$ cat config.mk
export PLATFORM = sky130hd
export DESIGN_NAME = dtp_ctrl
export DESIGN_NICKNAME = d
export VERILOG_FILES = /design/src/hdl/dtp_pkg.sv /design/src/hdl/dtp_ctrl.sv
export VERILOG_INCLUDE_DIRS = /design/src /design/src/hdl
export SDC_FILE = /design/constraint.sdc
export NUM_CORES = 1
export LEC_CHECK = 0
export BUFFER_PORTS_ARGS = -buffer_cell sky130_fd_sc_hd__clkbuf_2
export CORE_ASPECT_RATIO = 0.9
export CORE_MARGIN = 5
export CORE_UTILIZATION = 50
export CTS_CLUSTER_DIAMETER = 150
export DETAILED_ROUTE_END_ITERATION = 8
export HOLD_SLACK_MARGIN = 0.08
export PLACE_DENSITY = 0.72
export SYNTH_ARGS = -nofsm -noshare
export SYNTH_HDL_FRONTEND = slang
export SYNTH_SLANG_ARGS = --single-unit
$ cat constraint.sdc
create_clock -name clock -period 1.8 [get_ports clock]
set_clock_uncertainty 0.2 [all_clocks]
set_input_delay 0.27 -clock clock [delete_from_list [all_inputs] [get_ports clock]]
set_output_delay 0.27 -clock clock [all_outputs]
set_load 0.01 [all_outputs]
$ cat src/hdl/drive_to_point_pid_top_defines.svh
// Assertion macros shared by the drive-to-point controller RTL.
`ifndef DRIVE_TO_POINT_PID_TOP_DEFINES_SVH
`define DRIVE_TO_POINT_PID_TOP_DEFINES_SVH

// Same-cycle implication, clocked on clock, off during reset.
`define DTP_ASSERT_IMP(lbl, ante, cons) \
   lbl: assert property (@(posedge clock) disable iff (reset) (ante) |-> (cons)) \
      else $error("dtp assertion failed");

// Next-cycle implication, clocked on clock, off during reset.
`define DTP_ASSERT_NXT(lbl, ante, cons) \
   lbl: assert property (@(posedge clock) disable iff (reset) (ante) |=> (cons)) \
      else $error("dtp assertion failed");

`endif

$ cat src/hdl/dtp_pkg.sv
// Package: types, constants and helpers for the drive-to-point controller.
package dtp_pkg;

   localparam int FINISH_TICKS = 30;
   localparam int SQRT_STEPS   = 33;
   localparam int DIV_STEPS    = 33;

   localparam logic [32:0] Q_NEAR = 33'd58982;
   localparam logic [32:0] Q_HALF = 33'd32768;
   localparam logic signed [24:0] DEG90 = 25'sd5898240;
   localparam logic [20:0] TURN_P = 21'd1114;
   localparam logic [20:0] TURN_I = 21'd131;

   // register indexes
   localparam logic [2:0] CSR_TARGET_X = 3'd0;
   localparam logic [2:0] CSR_TARGET_Y = 3'd1;
   localparam logic [2:0] CSR_BASE_SPD = 3'd2;
   localparam logic [2:0] CSR_DRIVE_P  = 3'd3;
   localparam logic [2:0] CSR_DRIVE_I  = 3'd4;
   localparam logic [2:0] CSR_DRIVE_D  = 3'd5;
   localparam logic [2:0] CSR_CPS      = 3'd6;

   // register reset values
   localparam logic [16:0] RST_BASE_SPD = 17'd32768;
   localparam logic [20:0] RST_DRIVE_P  = 21'd16056;
   localparam logic [20:0] RST_DRIVE_I  = 21'd131;
   localparam logic [20:0] RST_DRIVE_D  = 21'd131;
   localparam logic [9:0]  RST_CPS      = 10'd50;

   typedef enum logic [4:0] {
      S_IDLE, S_SQX, S_SQY, S_SQRT, S_BRANCH, S_ADIV_INIT, S_ADIV, S_ASUM,
      S_QLO, S_QHI, S_QACC, S_TCLAMP, S_DDIV_INIT, S_DDIV, S_DE, S_DCLAMP, S_FIN
   } state_type;

   typedef enum logic [3:0] {
      OP_NONE, OP_LOAD, OP_SQX, OP_SQY, OP_SQRT_STEP, OP_ADIV_INIT, OP_DDIV_INIT,
      OP_DIV_STEP, OP_ASUM, OP_QLO, OP_QHI, OP_QACC, OP_TCLAMP, OP_DE, OP_DCLAMP,
      OP_FIN
   } op_type;

   // which gain/operand product is in flight
   typedef enum logic [2:0] {
      Q_TURN_P, Q_TURN_I, Q_DRV_P, Q_DRV_I, Q_DRV_D
   } qsel_type;

   typedef struct packed {
      op_type   op;
      qsel_type qsel;
   } cmd_type;

   typedef struct packed {
      logic stage;
      logic far;
   } status_type;

   // saturate a 49-bit signed sum to 48 bits
   function automatic logic signed [47:0] sat48(input logic signed [48:0] v);
      logic signed [47:0] r;
      if (v[48] != v[47]) begin
         r = v[48] ? {1'b1, 47'd0} : {1'b0, {47{1'b1}}};
      end else begin
         r = v[47:0];
      end
      return r;
   endfunction

endpackage

$ cat src/hdl/dtp_ctrl.sv
// Controller: sequences one tick through the datapath and owns both handshakes.
`include "drive_to_point_pid_top_defines.svh"

module dtp_ctrl (
   input  logic                clock,
   input  logic                reset,
   input  logic                req_valid,
   output logic                req_ready,
   output logic                rsp_valid,
   input  logic                rsp_ready,
   input  dtp_pkg::status_type status,
   output dtp_pkg::cmd_type    cmd
);

   dtp_pkg::state_type state_ff, state_in;
   dtp_pkg::qsel_type  qsel_ff, qsel_in;
   logic [5:0] cnt_ff, cnt_in;
   logic rsp_valid_ff, rsp_valid_in;

   always_ff @(posedge clock) begin
      if (reset) begin
         state_ff <= dtp_pkg::S_IDLE;
         qsel_ff <= dtp_pkg::Q_TURN_P;
         cnt_ff <= 6'd0;
         rsp_valid_ff <= 1'b0;
      end else begin
         state_ff <= state_in;
         qsel_ff <= qsel_in;
         cnt_ff <= cnt_in;
         rsp_valid_ff <= rsp_valid_in;
      end
   end

   always_comb begin
      state_in = state_ff;
      qsel_in = qsel_ff;
      cnt_in = cnt_ff;
      rsp_valid_in = rsp_valid_ff && !rsp_ready;
      req_ready = 1'b0;
      cmd.op = dtp_pkg::OP_NONE;
      cmd.qsel = qsel_ff;
      case (state_ff)
         dtp_pkg::S_IDLE: begin
            req_ready = 1'b1;
            if (req_valid) begin
               cmd.op = dtp_pkg::OP_LOAD;
               state_in = dtp_pkg::S_SQX;
            end
         end
         dtp_pkg::S_SQX: begin
            cmd.op = dtp_pkg::OP_SQX;
            state_in = dtp_pkg::S_SQY;
         end
         dtp_pkg::S_SQY: begin
            cmd.op = dtp_pkg::OP_SQY;
            cnt_in = 6'd0;
            state_in = dtp_pkg::S_SQRT;
         end
         dtp_pkg::S_SQRT: begin
            cmd.op = dtp_pkg::OP_SQRT_STEP;
            cnt_in = cnt_ff + 6'd1;
            if (cnt_ff == 6'(dtp_pkg::SQRT_STEPS - 1)) begin
               state_in = dtp_pkg::S_BRANCH;
            end
         end
         dtp_pkg::S_BRANCH: begin
            if (!status.stage) begin
               state_in = dtp_pkg::S_FIN;
            end else if (status.far) begin
               state_in = dtp_pkg::S_ADIV_INIT;
            end else begin
               state_in = dtp_pkg::S_DDIV_INIT;
            end
         end
         dtp_pkg::S_ADIV_INIT: begin
            cmd.op = dtp_pkg::OP_ADIV_INIT;
            cnt_in = 6'd0;
            state_in = dtp_pkg::S_ADIV;
         end
         dtp_pkg::S_ADIV: begin
            cmd.op = dtp_pkg::OP_DIV_STEP;
            cnt_in = cnt_ff + 6'd1;
            if (cnt_ff == 6'(dtp_pkg::DIV_STEPS - 1)) begin
               state_in = dtp_pkg::S_ASUM;
            end
         end
         dtp_pkg::S_ASUM: begin
            cmd.op = dtp_pkg::OP_ASUM;
            qsel_in = dtp_pkg::Q_TURN_P;
            state_in = dtp_pkg::S_QLO;
         end
         dtp_pkg::S_QLO: begin
            cmd.op = dtp_pkg::OP_QLO;
            state_in = dtp_pkg::S_QHI;
         end
         dtp_pkg::S_QHI: begin
            cmd.op = dtp_pkg::OP_QHI;
            state_in = dtp_pkg::S_QACC;
         end
         dtp_pkg::S_QACC: begin
            cmd.op = dtp_pkg::OP_QACC;
            state_in = dtp_pkg::S_QLO;
            case (qsel_ff)
               dtp_pkg::Q_TURN_P: qsel_in = dtp_pkg::Q_TURN_I;
               dtp_pkg::Q_TURN_I: state_in = dtp_pkg::S_TCLAMP;
               dtp_pkg::Q_DRV_P:  qsel_in = dtp_pkg::Q_DRV_I;
               dtp_pkg::Q_DRV_I:  qsel_in = dtp_pkg::Q_DRV_D;
               default:           state_in = dtp_pkg::S_DCLAMP;
            endcase
         end
         dtp_pkg::S_TCLAMP: begin
            cmd.op = dtp_pkg::OP_TCLAMP;
            state_in = dtp_pkg::S_DDIV_INIT;
         end
         dtp_pkg::S_DDIV_INIT: begin
            cmd.op = dtp_pkg::OP_DDIV_INIT;
            cnt_in = 6'd0;
            state_in = dtp_pkg::S_DDIV;
         end
         dtp_pkg::S_DDIV: begin
            cmd.op = dtp_pkg::OP_DIV_STEP;
            cnt_in = cnt_ff + 6'd1;
            if (cnt_ff == 6'(dtp_pkg::DIV_STEPS - 1)) begin
               state_in = dtp_pkg::S_DE;
            end
         end
         dtp_pkg::S_DE: begin
            cmd.op = dtp_pkg::OP_DE;
            qsel_in = dtp_pkg::Q_DRV_P;
            state_in = dtp_pkg::S_QLO;
         end
         dtp_pkg::S_DCLAMP: begin
            cmd.op = dtp_pkg::OP_DCLAMP;
            state_in = dtp_pkg::S_FIN;
         end
         dtp_pkg::S_FIN: begin
            // result slot free or emptying this edge
            if (!rsp_valid_ff || rsp_ready) begin
               cmd.op = dtp_pkg::OP_FIN;
               rsp_valid_in = 1'b1;
               state_in = dtp_pkg::S_IDLE;
            end
         end
         default: state_in = dtp_pkg::S_IDLE;
      endcase
   end

   assign rsp_valid = rsp_valid_ff;

   `DTP_ASSERT_NXT(a_load_starts_tick, req_valid && req_ready, state_ff == dtp_pkg::S_SQX)
   `DTP_ASSERT_IMP(a_sqrt_count, state_ff == dtp_pkg::S_SQRT, cnt_ff < 6'(dtp_pkg::SQRT_STEPS))
   `DTP_ASSERT_NXT(a_fin_sets_valid, cmd.op == dtp_pkg::OP_FIN, rsp_valid_ff)
   `DTP_ASSERT_IMP(a_no_overwrite, rsp_valid_ff && !rsp_ready, cmd.op != dtp_pkg::OP_FIN)

endmodule

After elaboration in Yosys (flattened, before gate mapping)
Index checks and enable logic that the tools add are counted.
W data, S select, Z words.
- register bits after elaboration: 15
- bits of input ports: 6
- output and inout bits: 9
- add/sub/neg operators: 1
- eq/ne operators: 26
- mux-type cells: 18
- reduce and logical (&&, ||, !) cells: 15
- operators with widths (kind ; count):
    $pmux W5 S16 ; 1
    $pmux W4 S15 ; 1
    $eq A5 B4 Y1 const B ; 8
    $mux W5 ; 6
    $eq A5 B3 Y1 const B ; 4
    $pmux W3 S3 ; 2
    $pmux W6 S2 ; 1
    $eq A5 B2 Y1 const B ; 2
    $ne A2 B2 Y1 const B ; 5
    $reduce_or A3 Y1 ; 3
    $mux W4 ; 2
    $add A6 B1 Y6 const B ; 1
    $eq A3 B2 Y1 const B ; 2
    $eq A6 B6 Y1 const B ; 1
    $pmux W3 S2 ; 1
    $eq A5 B1 Y1 const B ; 1
    $eq A5 B5 Y1 const B ; 1
    $logic_not A5 Y1 ; 1
    $reduce_and A5 Y1 ; 1
    $mux W1 ; 4
    $ne A4 B4 Y1 const B ; 1
    $reduce_or A2 Y1 ; 2
    $eq A3 B1 Y1 const B ; 1
    $logic_not A3 Y1 ; 1
    6 further kinds ; 7

Longest topological paths before layout
Gate-level depths: netlist (run 1).
- depth after elaboration: 4
- depth in mapped cells: 7
- gate-level depth less buffers: 7

Worst setup path after synthesis (run 1)
Ideal clock, no wire load.
- kind: register to register
- start point: register state_ff[0]
- end point: register state_ff[0]
- library setup time: 0.123 ns
- arrival: 1.481 ns
- required time: 1.477 ns
- setup slack: -0.004 ns
- cell stages (with the launch flop): 6
- clock period less this slack: 1.804 ns
- cells stage by stage: dfxtp_1 > and4bb_1 > nor3_2 > o22ai_2 > a21oi_2 > mux2_1
- word-level cells in the longest chain between the ends: 3
- ends and longest elaborated chain (item ; RTL line ; source):
    start, declared ; dtp_ctrl.sv:15 ; dtp_pkg::state_type state_ff, state_in;
    start signal, assigned ; dtp_ctrl.sv:22 ; state_ff <= dtp_pkg::S_IDLE;
    start signal, assigned ; dtp_ctrl.sv:27 ; state_ff <= state_in;
    $eq A5 B4 Y1 (tied with other cells) ; dtp_ctrl.sv:42 ; case (state_ff)
    $reduce_or A2 Y1 (no source line) or $ne A2 B2 Y1 (tied branches) ; n/a ;
    $pmux W5 S16 or $reduce_and A5 Y1 (tied branches) ; n/a ;
Several ways; a longest one is shown, not always the timed one.
A chain may end at the register's enable or synchronous reset.

==> results of run 1 <==
layout make-up:
type,instances,area [sq um]
Clock buffer,3,22.52
Clock inverter,1,5.005
Fill cell,110,316.6
Inverter,8,41.29
Multi-Input combinational cell,116,924.6
Sequential cell,15,315.3
Tap cell,27,33.78
Timing Repair Buffer,56,462.9
critical path: cells and delay by family (launching register included):
family,cells,cell delay (ns)
AOI/OAI and AO/OA,2,0.16
DFF,1,0.40
and+or+nand+nor,2,0.42
buffers and inverters,2,0.31
worst max path at each step:
stage,to,slack (ns),cells past startpoint
after floorplan,state_ff[0],0.006,5
after CTS,cmd[6],-0.16,6
after global routing,cmd[6],-0.35,6
final,cmd[6],-0.25,6
after global placement,state_ff[2],-0.01,7
after detailed placement,state_ff[0],-0.05,5
flip-flops by register name (all words and copies together), names as in the netlist:
name,count
cnt_ff,6
qsel_ff,3
rsp_valid,1
state_ff,5
synth_stat cells (all sizes together) (3+ instances only):
cell type	count	area share (%)
a211oi	3	2.1
a21oi	15	7.3
a22oi	3	2.1
and3	4	2.3
buf	4	1.7
clkbuf	4	1.4
dfxtp	15	28
inv	7	2.4
nand2	9	3.1
nand2b	5	2.9
nand3	5	2.3
nor2	16	5.6
nor2b	3	1.7
nor3	6	3.3
o21ai	17	7.9
o31ai	3	2.6
power groups by stage:
stage                     clock network [mW]  registers, mW  logic [mW]
after floorplan                            0          0.408       0.477
after global placement                     0          0.406       0.739
after detailed placement                   0          0.413       0.756
after CTS                              0.208          0.425        1.04
after global routing                   0.241          0.440        1.50
final                                  0.219          0.434        1.43
cell families after synthesis:
logic type | after synthesis | synth area share [%]
flip-flops | 15 | 27.97
buffers and inverters | 16 | 5.942
AND/OR/NAND/NOR | 62 | 32.52
AO/OA/AOI/OAI | 49 | 28.44
XOR/XNOR | 1 | 0.8160
multiplexers | 2 | 1.981
adder cells (fa/ha/maj) | 2 | 2.331
metrics by stage:
| stage | std cells | hold WS [ns] | setup TNS (ns) |
|---|---|---|---|
| floorplan | 147 | 0.2528 | 0 |
| global placement | 204 | 0.2697 | -0.01496 |
| detailed placement | 204 | 0.2760 | -0.08387 |
| CTS | 215 | 0.1348 | -0.7283 |
| global route | 226 | 0.1745 | -2.387 |
| finish | 226 | 0.1882 | -1.269 |
layer usage:
| metal | part of all wire, % | GRT usage (%) | up-vias | routed length [microns] |
|---|---|---|---|---|
| met5 | 0 | 0 | - | 0 |
| met4 | 4.3 | 13.21 | 0 | 200 |
| met3 | 10 | 4.317 | 19 | 488 |
| met2 | 47 | 38.05 | 103 | 2210 |
| met1 | 38 | 30.00 | 690 | 1788 |
| li1 | - | - | 644 | - |
timing repair:
| item | CTS | global route |
|---|---|---|
| pin swaps | 10 | 21 |
| setup buffers | 7 | 10 |
| setup endpoints to repair | 8 | 17 |
| gates resized for setup | 34 | 43 |
| cloned | 0 | 1 |
==> results.toml, run 1 <==
[run_status]
status = "complete, but fails checks"
violations = "negative setup slack"

[cts]
cts_made_buffers = 3
root_buffer = "clkbuf_4"
cts.sinks = 15
cts_tree = "built"
path_clk_slew_ns = 0.11
ctsHoldBuffers = 0
cts_buffer_depth = 2
cts.htree.levels = 1
insertion_delay_ns = 0.30

[place]
place_hpwl_microns = 2193
postPlaceCellArea_sq_mm = 0.001331
gp_congestion = 0.8772
preCtsSetupSlack_ns = -0.05347
port_buffers = 14

[floorplan]
initial_utilization_pct = 50.59
die_area_sq_mm = 0.003175
die_h_microns = 53.96
coreArea_sq_mm = 0.002122
rows = 16
fp.dieW_microns = 58.84
io_pins = 15

[critical_path]
crit_chain = "buf_6 -> nor3_4 -> and3_4 -> a21oi_2 -> o22ai_1 -> buf_2"
endpoint_kind = "primary output"
r2r_cells = 7
startpoint_type = "flip-flop"
cp_slowest_cell = "dfxtp_4"
rrSetupSlack_ns = -0.08
worstReg2RegEnd = "state_ff[2]"
crit_required_ns = 1.33
cp.arrival_ns = 1.58
critPathMaxFanout = 7
timing.rr.start = "state_ff[0]"
path_class = "reg2out"
crit_start = "state_ff[0]"
critPathMaxStageDelay_ns = 0.40

[global_routing]
grt_start_max_net_pins = 15
antenna_found_initial = 0
grt_overflow = 0
grt_pass1_wl_microns = 5616
grt_pass1_vias = 1247
track_usage_pct = 23.71

[sta]
fin_crit_ns = 2.054
fmax_mhz = 486.7
slew_violations = 0
setup_viol = 10
tightest_slew_ns = 0.3528
period_share_pct = 114.1
rsz0062_at_grt = "true"
slew_headroom_pct = 76.23
fin_ws_ns = -0.2545
final-hold-violation-count = 0

[flow_run]
maxCapViolCount = 0

[yosys]
synth_cells = 147
synth_area_per_cell_sq_um = 7.303
ys_types = 46
ys_ff_latch = 15
synth-async-reset-ratio_pct = 0
synth_warnings = 0
syn_nets = 155
syn_area_sq_mm = 0.001074
synth_flop_cell = "dfxtp_1"
synth_edf_count = 0
yosysSeqAreaShare_pct = 27.97

[power_and_ir_drop]
internal_power_mw = 1.189
ir_worst_vdd_mv = 0.8715
pwr-share-comb_pct = 68.7
p_leak_nw = 0.7467
totalPowerFinal_mw = 2.084
swShare_pct = 42.94
powerDensity_mw_per_mm2 = 1154
p_switching_uw = 895.0
clkPwrFrac_pct = 10.5
p_seq_share_pct = 20.8

[worst_hold_path]
hold_path_depth = 3
min_to = "rsp_valid"
hp-start = "reset"
min_path_type = "in2reg"

[final_layout]
design_area_sq_mm = 0.001805
drive_gt1_share_pct = 53.27
mostFrequentLayoutCells = "buf_4, nor2_1, dfxtp_1"
area_growth_pct = 68.18
fin_util_pct = 85.08
final_common_cell = "buf_4"
fin_nets = 208
n_antenna_cell = 0

[routing]
wl_per_cell_microns = 20.74
vias_per_cell = 6.442
drc_errors = 0
dr.pass1.iters = 4
num_vias = 1456
drt_iter0_drc = 154
routed_wl_microns = 4687
antenna_left = 0
Power figures use the tool's default switching activity.
==> run 2, diff against run 1 <==
--- a/config.mk
+++ b/config.mk
@@ -14,6 +14,7 @@
 export DETAILED_ROUTE_END_ITERATION = 8
 export HOLD_SLACK_MARGIN = 0.08
 export PLACE_DENSITY = 0.72
+export RECOVER_POWER = 50
 export SYNTH_ARGS = -nofsm -noshare
 export SYNTH_HDL_FRONTEND = slang
 export SYNTH_SLANG_ARGS = --single-unit
==> run 2 against run 1 <==
The run still ends with negative setup slack left. Cell area fell by 0.28%. Hold slack got worse by 0.0026 ns. First-iteration DRC count up 6.5%. Sequential cell count unchanged. Die area is the same. Register-to-register slack about the same. Via count decreased by 0.55%. Cell count stayed put. Global-route usage unchanged. Sequential share of layout area barely moved. Largest power group unchanged. Highest routed layer unchanged.
==> results.toml, run 2 (synthesis results as in run 1) <==
[run_status]
status = "complete, but fails checks"
violations = "negative setup slack"

[routing]
dr.pass1.iters = 4
num_vias = 1448
antenna_left = 0
vias_per_cell = 6.407
drc_errors = 0
drt_iter0_drc = 164
wl_per_cell_microns = 20.93
routed_wl_microns = 4730

[final_layout]
top_register = "cnt_ff"
largest_register_ffs = 6
area_growth_pct = 67.72
drive_gt1_share_pct = 51.26
fillCellCount = 111
n_antenna_cell = 0
fin_nets = 208
mostFrequentLayoutCells = "buf_4, nor2_1, dfxtp_1"
top_regs = "cnt_ff (6), state_ff (5), qsel_ff (3)"
multi_input_area_sq_um = 924.6
seqCellArea_sq_um = 315.3
final_common_cell = "buf_4"

[floorplan]
fp.dieW_microns = 58.84
die_h_microns = 53.96
io_pins = 15
initial_utilization_pct = 50.59
rows = 16
coreArea_sq_mm = 0.002122
die_area_sq_mm = 0.003175

[sta]
fin_ws_ns = -0.2536
setup_viol = 11
slew_headroom_pct = 74.87
fmax_mhz = 486.9
fin_crit_ns = 2.054
period_share_pct = 114.1
slew_violations = 0
final-hold-violation-count = 0
tightest_slew_ns = 0.3730
rsz0062_at_grt = "true"

[critical_path]
critPathMaxFanout = 7
timing.rr.start = "state_ff[0]"
endpoint_kind = "primary output"
crit_start = "state_ff[0]"
critPathMaxStageDelay_ns = 0.40
cp_top_family = "flip-flops"
startpoint_type = "flip-flop"
crit_buf_inv = 2
cp_slowest_cell = "dfxtp_4"
cp.arrival_ns = 1.58
path_class = "reg2out"
crit_chain = "buf_6 -> nor3_4 -> and3_4 -> a21oi_2 -> o22ai_1 -> buf_2"
crit_required_ns = 1.33

[power_and_ir_drop]
p_leak_nw = 0.7328
totalPowerFinal_mw = 2.087
powerDensity_mw_per_mm2 = 1159
ir_worst_vdd_mv = 0.8732

[global_routing]
track_usage_pct = 23.71
antenna_found_initial = 0
grt_overflow = 0
grt_start_max_net_pins = 15
grt_pass1_wl_microns = 5616
grt_pass1_vias = 1247

[place]
port_buffers = 14
gp_congestion = 0.8772
place_hpwl_microns = 2193
preCtsSetupSlack_ns = -0.05347

[cts]
root_buffer = "clkbuf_4"
cts_tree = "built"
cts_buffer_depth = 2
cts_made_buffers = 3
cts.htree.levels = 1
cts.sinks = 15
path_clk_slew_ns = 0.11
insertion_delay_ns = 0.30

[worst_hold_path]
hp-start = "reset"
min_path_type = "in2reg"

[flow_run]
maxCapViolCount = 0
## run 2: cell types whose count changed in the layout (fill, tap and decap cells not counted)
cell and delta:
clkbuf_2 -4, clkbuf_1 +4
## run 2: worst register-to-register path, delay by kind of cell, from the launching register on
family                 cells  cell delay (ns)
AOI/OAI and AO/OA          2             0.26
buffers and inverters      2             0.30
DFF                        1             0.40
and+or+nand+nor            3             0.67
## run 2: report_power, final
part	total [mW]	internal (mW)	switching [mW]
clock network	0.219	0.0827	0.136
registers	0.434	0.376	0.0580
logic	1.43	0.731	0.704
total	2.09	1.19	0.898
## run 2: path summary, 6_finish.rpt
path / endpoint / cells past startpoint / slack, ns
max: cmd[6] / 6 / -0.25
min: cnt_ff[1] / 3 / 0.19
max reg2reg: state_ff[2] / 7 / -0.08
min reg2reg: qsel_ff[1] / 2 / 0.35
## run 2: routing by layer
metal	global-route usage, %	routed length, microns
met5	0	0
met2	38.05	2209
met1	30.00	1953
met3	4.317	380
met4	13.21	187
## run 2: timing repair
action	4_1_cts	5_1_grt
gates cloned	0	1
pin swaps	10	21
hold buffers	0	0
gates resized for setup	34	43
endpoints found under the hold margin	0	0
buffers inserted	7	10
setup endpoints to repair	8	17
## run 2: final cells by class
type                            instances  area share, %
Clock inverter                          1         0.2780
Inverter                                8          2.293
Timing Repair Buffer                   56          25.43
Multi-Input combinational cell        116          51.36
Sequential cell                        15          17.51
Tap cell                               27          1.876
Clock buffer                            3          1.251
## run 2: stage by stage
| stage | hold slack, ns | std cells | TNS (ns) | cell area [sq um] | util (%) |
|---|---|---|---|---|---|
| after floorplan | 0.2528 | 147 | 0 | 1081 | - |
| after global placement | 0.2697 | 204 | -0.01496 | 1331 | 62.74 |
| after detailed placement | 0.2760 | 204 | -0.08387 | 1331 | 62.74 |
| after CTS | 0.1348 | 215 | -0.7283 | 1535 | 72.35 |
| after global routing | 0.1745 | 226 | -2.387 | 1800 | 84.85 |
| final | 0.1856 | 226 | -1.246 | 1800 | 84.85 |
